<file path="src/rtl/spo_pkg.sv">
package spo_pkg;

    localparam int SPO_MAX_SAMPLES = 65536;

    localparam int FRAC_W   = 16;
    localparam int SAMPLE_W = 16;
    localparam int AMP_W    = 17;
    localparam int FREQ_W   = 16;
    localparam int RATE_W   = 18;
    localparam int LEN_W    = 17;
    localparam int PHASE_W  = 36;
    localparam int HI_W     = PHASE_W - FRAC_W;
    localparam int ADV_W    = 34;
    localparam int PROD_NUM_W = 2 * FREQ_W;
    localparam int NUM_W    = PROD_NUM_W + FRAC_W;
    localparam int DEN_W    = 34;
    localparam int STEP_W   = 6;
    localparam int MUL_W    = 19;
    localparam int PROD_W   = 2 * MUL_W;
    localparam int SCALED_W = PROD_W - FRAC_W;
    localparam int CFG_W    = 18;
    localparam int CFG_IDX_W = 2;
    localparam int ACT_W    = 2;

    localparam logic [15:0] REF_DIVISOR = 16'd44000;
    localparam logic [RATE_W-1:0] RATE_RESET = RATE_W'(44100);

    localparam logic [ACT_W-1:0] ACT_LOAD = 2'd0;
    localparam logic [ACT_W-1:0] ACT_CTRL = 2'd1;
    localparam logic [ACT_W-1:0] ACT_TICK = 2'd2;

    localparam logic [CFG_IDX_W-1:0] CFG_ORIG_FREQ   = 2'd0;
    localparam logic [CFG_IDX_W-1:0] CFG_SAMPLE_RATE = 2'd1;
    localparam logic [CFG_IDX_W-1:0] CFG_SAMPLE_LEN  = 2'd2;

    typedef enum logic [3:0] {
        S_IDLE,
        S_CMUL_NUM,
        S_CMUL_DEN,
        S_CDIV,
        S_CDIV_WAIT,
        S_MOD1,
        S_MOD1_WAIT,
        S_READ,
        S_MUL,
        S_SCALE,
        S_MOD2,
        S_MOD2_WAIT,
        S_PUT
    } t_state;

    typedef struct packed {
        logic              start;
        logic [STEP_W-1:0] steps;
    } t_div_cmd;

    typedef struct packed {
        logic busy;
        logic done;
    } t_div_stat;

endpackage

</file>
<file path="src/rtl/spo_div.sv">
module spo_div
    import spo_pkg::*;
(
    input  logic             i_clk,
    input  logic             i_rst_n,
    input  t_div_cmd         i_cmd,
    input  logic [NUM_W-1:0] i_num,
    input  logic [DEN_W-1:0] i_den,
    output t_div_stat        o_stat,
    output logic [NUM_W-1:0] o_quot,
    output logic [DEN_W-1:0] o_rem
);

    logic [NUM_W-1:0]  r_num, n_num;
    logic [DEN_W-1:0]  r_rem, n_rem;
    logic [DEN_W-1:0]  r_den, n_den;
    logic [STEP_W-1:0] r_cnt, n_cnt;
    logic              r_done, n_done;

    logic [DEN_W:0] trial;
    logic [DEN_W:0] diff;
    logic           ge;

    // one restoring step per cycle: bring down the next numerator bit
    always_comb begin
        trial = {r_rem, r_num[NUM_W-1]};
        ge    = (trial >= {1'b0, r_den});
        diff  = trial - {1'b0, r_den};

        n_num  = r_num;
        n_rem  = r_rem;
        n_den  = r_den;
        n_cnt  = r_cnt;
        n_done = 1'b0;

        if (i_cmd.start) begin
            n_num = i_num;
            n_den = i_den;
            n_rem = '0;
            n_cnt = i_cmd.steps;
        end else if (r_cnt != '0) begin
            n_num  = {r_num[NUM_W-2:0], ge};
            n_rem  = ge ? diff[DEN_W-1:0] : trial[DEN_W-1:0];
            n_cnt  = r_cnt - STEP_W'(1);
            n_done = (r_cnt == STEP_W'(1));
        end
    end

    always_ff @(posedge i_clk) begin
        if (!i_rst_n) begin
            r_cnt  <= '0;
            r_done <= 1'b0;
        end else begin
            r_cnt  <= n_cnt;
            r_done <= n_done;
        end
    end

    always_ff @(posedge i_clk) begin
        r_num <= n_num;
        r_rem <= n_rem;
        r_den <= n_den;
    end

    assign o_stat.busy = (r_cnt != '0);
    assign o_stat.done = r_done;
    assign o_quot      = r_num;
    assign o_rem       = r_rem;

endmodule

</file>
<file path="config.mk">
export PLATFORM = sky130hd
export DESIGN_NAME = spo_div
export DESIGN_NICKNAME = d
export VERILOG_FILES = /design/src/rtl/spo_pkg.sv /design/src/rtl/spo_div.sv
export SDC_FILE = /design/constraint.sdc
export NUM_CORES = 1
export LEC_CHECK = 0
export BUFFER_PORTS_ARGS = -buffer_cell sky130_fd_sc_hd__buf_2
export CORE_ASPECT_RATIO = 1.5
export CORE_UTILIZATION = 42
export CTS_CLUSTER_SIZE = 16
export DETAILED_ROUTE_END_ITERATION = 10
export PLACE_DENSITY = 0.66
export RECOVER_POWER = 50
export SLEW_MARGIN = 10
export SYNTH_ARGS = -nofsm -noshare
export SYNTH_HDL_FRONTEND = slang
export SYNTH_SLANG_ARGS = --single-unit
</file>
<file path="constraint.sdc">
create_clock -name i_clk -period 7.9 [get_ports i_clk]
set_clock_uncertainty 0.15 [all_clocks]
set_input_delay 0.79 -clock i_clk [delete_from_list [all_inputs] [get_ports i_clk]]
set_output_delay 0.79 -clock i_clk [all_outputs]
set_load 0.02 [all_outputs]
</file>
Yosys cells after proc, flatten, opt, wreduce, memory -nomap -nowiden
Cells that the tools add are included.
Word-level totals
  word-level logic and storage cells: 19
  flip-flop bits (word level): 123
Cells by class
  $add $sub $neg: 2
  eq/ne operators: 1
  multiplexer cells: 5
  reduce and logical (&&, ||, !) cells: 3
  bitwise logic cells: 2
  $lt $le $gt $ge: 1
Operator list (count)
  $mux 48: 2
  $ge 35x34->1: 1
  $mux 34: 1
  $sub 34x34->34: 1
  $mux 6: 2
  $eq 6x1->1 const B: 1
  $reduce_bool 6->1: 1
  $sub 6x1->6 const B: 1
  $reduce_or 3->1: 1
  $not 1->1: 2
  $reduce_bool 2->1: 1

Logic depth before layout (Yosys ltp)
Gate-level depths: netlist of the first run.
  word-level depth: 3
  mapped depth: 12

Worst setup path after synthesis of the first run
No wires, ideal clock.
  path kind: reg2reg
  start: reg r_cnt[5]
  end: reg r_num[0], in the netlist o_quot[0], enable pin
  arrival time: 2.335 ns
  period minus slack after synthesis: 3.068 ns
  slack: 4.832 ns
  cell stages (with the launch flop): 6
  cells stage by stage: dfxtp_1 > nor4_1 > and2_1 > clkbuf_1 > buf_1 > nand2_1
Between the ends
  longest elaborated chain between the ends: 2
Ends and longest elaborated chain
  start, declared: line spo_div.sv:17  | logic [STEP_W-1:0] r_cnt, n_cnt;
  start signal, assigned: line spo_div.sv:54  | r_cnt <= n_cnt;
  $reduce_bool 6->1: line spo_div.sv:41  | end else if (r_cnt != '0) begin
  $reduce_bool 2->1 (no source line)
  end signal, assigned: line spo_div.sv:60  | r_num <= n_num;
  end, declared: line spo_div.sv:14  | logic [NUM_W-1:0] r_num, n_num;
Every way passes these cells.
A chain may end at the register's enable or synchronous reset.

==> flow_summary.json, run 1 <==
{
  "rows": 58,
  "synth_area_um2": 7187,
  "insertedDiodeCount": 0,
  "grt_usage": 0.2092,
  "post-dp-hpwl_mm": 13.28,
  "synth_warnings": 0,
  "ys_ff_latch": 123,
  "clock_latency_ns": 0.42,
  "total_power_w": 0.003241,
  "intPower_w": 0.001856,
  "swShare": 0.4274,
  "cp_data_required_time_ns": 6.96,
  "hold_depth": 2,
  "met2_wirelength_mm": 9.407,
  "slew_viol_final": 0,
  "r2r_end": "r_cnt[1]",
  "netlist.area_leader.share": 0.3426,
  "drc": 0,
  "path_clk_slew_ns": 0.06,
  "hold_class": "flip-flop to flip-flop",
  "power_frac_seq": 0.296,
  "vias": 5957,
  "relSlewSlack": 0.2617,
  "start_util": 0.4287,
  "cts_tree": "built",
  "drtAntennaViolNets": 0,
  "ctsResizeCount": 0,
  "fin_crit_sh": 0.5755,
  "multiInputGateArea_um2": 3511,
  "path_max_fanout": 35,
  "first_pass_iters": 4,
  "r2r_cells": 7,
  "synth-edff-count": 82,
  "finalCriticalPeriod_ns": 4.547,
  "worstMarginPinSlew_ns": 1.103,
  "grt_start_max_net_pins": 71,
  "areaGrowthSynthToFinish_pct": 20.67,
  "io_buffers": 174,
  "synth_common_cells": "82 x edfxtp_1, 73 x nand2_1, 49 x inv_1",
  "die_h_um": 162.2,
  "startpoint_type": "flip-flop",
  "power_switching_w": 0.001385,
  "combPwrFrac": 0.457,
  "yosysMostFrequentCell": "edfxtp_1",
  "drive_gt1_frac": 0.2480,
  "power_density_nw_per_um2": 373.7,
  "clockBufferDepth": 2,
  "m1WireLength_mm": 6.930,
  "wl_per_cell_um": 16.67,
  "synthArstFlopShare": 0,
  "htree_levels": 4,
  "die_area_um2": 17650,
  "nFillCells": 1603,
  "syn_inst": 711,
  "postRouteWirelength_mm": 18.09,
  "reg2reg_from": "r_cnt[5]",
  "rsz0062_at_grt": "false",
  "clock_sink_count": 123,
  "critical_path_class": "flip-flop to primary output",
  "fp.dieW_um": 108.8,
  "finalWorstSetupSlack_ns": 3.353,
  "grt_pass1_wl_mm": 28.31,
  "grt_pass1_vias": 5912,
  "drt_iter0_markers": 319,
  "p_leak_nw": 3.653,
  "syn_nets": 839,
  "nets": 990,
  "core_region_area_um2": 16760,
  "status": "finished, final reports clean",
  "tns_ns": 0,
  "drt-vias-per-instance": 5.490,
  "gr-total-overflow": 0,
  "hold_end": "r_cnt[4]",
  "clkPwrFrac": 0.248,
  "antenna_found_initial": 0,
  "setup_viol": 0,
  "place.gp.congestion": 0.8838,
  "drv_cap": 0,
  "hold_violations": 0,
  "seqCellArea_um2": 3283,
  "end_kind": "primary output",
  "synth_flop_cell": "edfxtp_1",
  "postSynthAreaPerCell_um2": 10.11,
  "dr_wl_met3_mm": 1.256,
  "arrival_ns": 3.61,
  "io_pins": 175,
  "pre_cts_ws_ns": 3.783,
  "ys_types": 72,
  "irDropWorstVdd_uv": 174.1,
  "cts_root_buffer": "clkbuf_16",
  "final_util": 0.5173,
  "worstHoldStart": "r_cnt[4]",
  "synth_largest_area_cell": "edfxtp_1",
  "rrSetupSlack_ns": 4.24,
  "seq_area_frac_synth": 0.4568,
  "ys_top_cells_by_area": "edfxtp_1 34%, dfxtp_1 11%, mux2_2 7.5%",
  "numCtsBuffers": 17,
  "post_cts_buffers": 0,
  "top_layer": "met4",
  "cts.hold.buffers_added": 0,
  "timing.fmax_mhz": 219.9
}
[metal layers]
metal,GRT usage,vias to the layer above
li1,-,2931
met1,0.2233,2772
met2,0.3769,217
met3,0.05979,37
met4,0.08968,0
met5,0,-
[worst max path at each step]
stage | to | startpoint | slack (ns)
2_1_floorplan | o_quot[0] | r_cnt[5] | 4.83
3_3_place_gp | o_stat[1] | r_cnt[5] | 3.85
3_5_place_dp | o_stat[1] | r_cnt[5] | 3.78
4_1_cts | o_stat[1] | r_cnt[5] | 3.32
5_1_grt | o_stat[1] | r_cnt[4] | 3.02
6_report | o_stat[1] | r_cnt[5] | 3.35
[flip-flops by register name (all words and copies together) (netlist names)]
signal	cells
o_rem	34
r_cnt	6
r_den	34
r_done	1
o_quot	48
[cell type report]
class | instances | share of cell area
clock buffer | 17 | 0.04905
clock inverter | 15 | 0.02034
inverter | 51 | 0.02207
multi-input combinational | 492 | 0.4048
sequential | 123 | 0.3786
tap | 210 | 0.03030
timing repair buffer | 177 | 0.09479
[power groups by stage]
stage	clock network [W]	registers [W]	logic, W
final	0.000803	0.000959	0.00148
after global placement	0	0.000969	0.00148
after detailed placement	0	0.000970	0.00150
after global routing	0.000850	0.000979	0.00163
after CTS	0.000817	0.000959	0.00151
after floorplan	0	0.00109	0.000983
[metrics by stage]
stage | instances | cell area (um2) | hold slack (ns)
2_1_floorplan | 711 | 7187 | 0.3242
3_3_place_gp | 1053 | 8144 | 0.3526
3_5_place_dp | 1053 | 8144 | 0.3544
4_1_cts | 1085 | 8746 | 0.3633
5_1_grt | 1085 | 8672 | 0.3773
6_report | 1085 | 8672 | 0.3568
[cell families (layout without fill, tap and decap cells)]
kind of cell	after synthesis	after routing	synth area share
fa+ha+maj	37	37	0.06546
flops	123	123	0.4568
compound gates	171	171	0.1706
xor+xnor	24	24	0.02925
simple gates	211	211	0.1461
buf+inv	96	260	0.05501
mux	49	49	0.07678
[worst max-delay path, cell delays in order, from the launching register on]
cell and delay, ns:
dfxtp_1 0.33, nor4_1 0.39, and2_1 0.76, clkinv_1 0.94, buf_4 0.53, buf_2 0.21
[layout by cell type, fill, tap and decap left out, types with 15 or more instances in the layout]
master / count
buf_2: 114
inv_1: 49
mux2_2: 47
nor2_1: 46
edfxtp_1: 82
clkbuf_16: 17
a21o_1: 15
dfxtp_1: 41
clkbuf_1: 59
a311oi_1: 27
a21oi_1: 46
nand2_1: 72
ha_1: 36
nand3_1: 17
o21ai_0: 19
No activity file was read; power rests on OpenSTA's default activity.
==> inputs of run 2 (changes only) <==
--- a/config.mk
+++ b/config.mk
@@ -10,7 +10,7 @@
 export CORE_UTILIZATION = 42
 export CTS_CLUSTER_SIZE = 16
 export DETAILED_ROUTE_END_ITERATION = 10
-export PLACE_DENSITY = 0.66
+export PLACE_DENSITY = 0.69
 export RECOVER_POWER = 50
 export SLEW_MARGIN = 10
 export SYNTH_ARGS = -nofsm -noshare
==> constraint.sdc (replaced) <==
create_clock -name i_clk -period 4 [get_ports i_clk]
set_clock_uncertainty 0.15 [all_clocks]
set_input_delay 0.4 -clock i_clk [delete_from_list [all_inputs] [get_ports i_clk]]
set_output_delay 0.4 -clock i_clk [all_outputs]
set_load 0.02 [all_outputs]
==> run 2 against run 1 <==
  * Wire length grew 6.4%
  * Critical path depth grew 5
  * Count of clock-buffer cells in the layout is the same
  * Hold slack lost 0.34 ns
  * Critical path type is now flip-flop to flip-flop
  * Register-to-register slack lost 3.7 ns
  * Combinational power grew 100%
  * Cell area grew 3.6%
  * Cell count grew 2.9%
  * Non-clock buffer count grew 32
  * Die area is the same
  * First-iteration DRC count shrank 21%
==> flow_summary.json, run 2 (synthesis gave the netlist of run 1 again) <==
{
  "status": "finished, final reports clean",
  "worstHoldStart": "i_den[11]",
  "largest_register_ff_count": 48,
  "postRouteWirelength_mm": 19.24,
  "fin_crit_sh": 0.8581,
  "fp.dieW_um": 108.8,
  "startpoint_type": "flip-flop",
  "wl_per_cell_um": 17.22,
  "multiInputGateArea_um2": 3511,
  "path_clk_slew_ns": 0.06,
  "io_buffers": 174,
  "rsz0062_at_grt": "false",
  "clockBufferDepth": 2,
  "die_h_um": 162.2,
  "hold_depth": 1,
  "nFillCells": 1618,
  "reg2reg_from": "r_den[4]",
  "finalCriticalPeriod_ns": 3.432,
  "drt_iter0_markers": 253,
  "die_area_um2": 17650,
  "ctsResizeCount": 0,
  "grt_pass1_wl_mm": 29.77,
  "rows": 58,
  "slew_viol_final": 0,
  "finalHoldWorstSlack_ns": 0.01188,
  "final_util": 0.5361,
  "clock_sink_count": 123,
  "layout_common_cells": "106 x buf_2, 82 x edfxtp_1, 72 x nand2_1",
  "grt_start_max_net_pins": 66,
  "drive_gt1_frac": 0.2370,
  "numCtsBuffers": 17,
  "htree_levels": 4,
  "place.gp.congestion": 0.9158,
  "drc": 0,
  "irDropWorstVdd_uv": 362.4,
  "setup_viol": 0,
  "r2r_cells": 10,
  "cp_data_required_time_ns": 4.16,
  "end_kind": "flip-flop",
  "hold_class": "input port to flip-flop",
  "io_pins": 175,
  "timing.fmax_mhz": 291.4,
  "nets": 1022,
  "critical_path_class": "flip-flop to flip-flop",
  "final_common_cell": "buf_2",
  "areaGrowthSynthToFinish_pct": 25.03,
  "grt_usage": 0.2231,
  "final-instance-count-excl-fill": 1117,
  "antenna_found_initial": 0,
  "relSlewSlack": 0.4497,
  "total_power_w": 0.006540,
  "insertedDiodeCount": 0,
  "p_leak_nw": 3.772,
  "seqCellArea_um2": 3283,
  "core_region_area_um2": 16760,
  "start_util": 0.4287,
  "drt-vias-per-instance": 5.483,
  "power_density_nw_per_um2": 727.8,
  "dp.cells": 1060,
  "vias": 6125,
  "tns_ns": 0,
  "cts_root_buffer": "clkbuf_16",
  "drv_cap": 0,
  "path_max_fanout": 24,
  "clock_latency_ns": 0.42,
  "first_pass_iters": 4,
  "worstMarginPinSlew_ns": 0.8255,
  "post-dp-hpwl_mm": 14.40,
  "hold_violations": 0,
  "rrSetupSlack_ns": 0.57,
  "grt_pass1_vias": 6028,
  "hold_end": "r_den[11]",
  "gr-total-overflow": 0,
  "r2r_end": "o_rem[28]",
  "drtAntennaViolNets": 0,
  "arrival_ns": 3.59,
  "cts_tree": "built"
}
==> run 2: worst max-delay path, cell delays in order (launching register included) <==
cell	delay, ns
edfxtp_1	0.36
inv_1	0.06
ha_1	0.26
a21oi_1	0.30
nor2b_1	0.28
a2111oi_4	0.10
nor2_2	0.31
a21bo_2	0.23
nand3_2	0.52
and4_1	0.45
nor4_1	0.28
==> run 2: layout make-up <==
cell class / count / share of cell area
multi-input combinational: 492 / 0.3907
clock inverter: 15 / 0.02200
inverter: 51 / 0.02130
timing repair buffer: 209 / 0.1241
clock buffer: 17 / 0.04734
tap: 210 / 0.02924
sequential: 123 / 0.3654
==> run 2: worst max-delay path by stage <==
stage,endpoint,startpoint,slack [ns]
detailed placement,o_rem[28],r_den[4],0.58
floorplan,o_quot[0],r_cnt[5],0.93
CTS,o_rem[28],r_den[4],0.59
global route,o_rem[28],o_rem[3],0.41
global placement,o_rem[33],r_den[16],0.68
finish,o_rem[28],r_den[4],0.57
==> run 2: timing repair <==
action	4_1_cts	5_1_grt
setup buffers	0	0
hold buffers	25	0
endpoints found under the hold margin	25	0
==> run 2: metal layers <==
metal	up-vias	track usage	part of all wire
met5	-	0	0
met4	0	0.1069	0.034
met3	45	0.06421	0.061
met2	220	0.4036	0.52
met1	2854	0.2314	0.38
li1	3006	-	-
==> run 2: metrics by stage <==
| step | setup WS (ns) | instance area [um2] |
|---|---|---|
| 2_1_floorplan | 0.9323 | 7187 |
| 3_3_place_gp | 0.6826 | 8197 |
| 6_report | 0.5678 | 8986 |
| 5_1_grt | 0.4083 | 8986 |
| 3_5_place_dp | 0.5812 | 8197 |
| 4_1_cts | 0.5947 | 9070 |
==> run 2: report_power, final <==
part | switching [W] | internal (W)
sequential | 0.000240 | 0.00166
combinational | 0.00190 | 0.00110
clock | 0.000596 | 0.00104
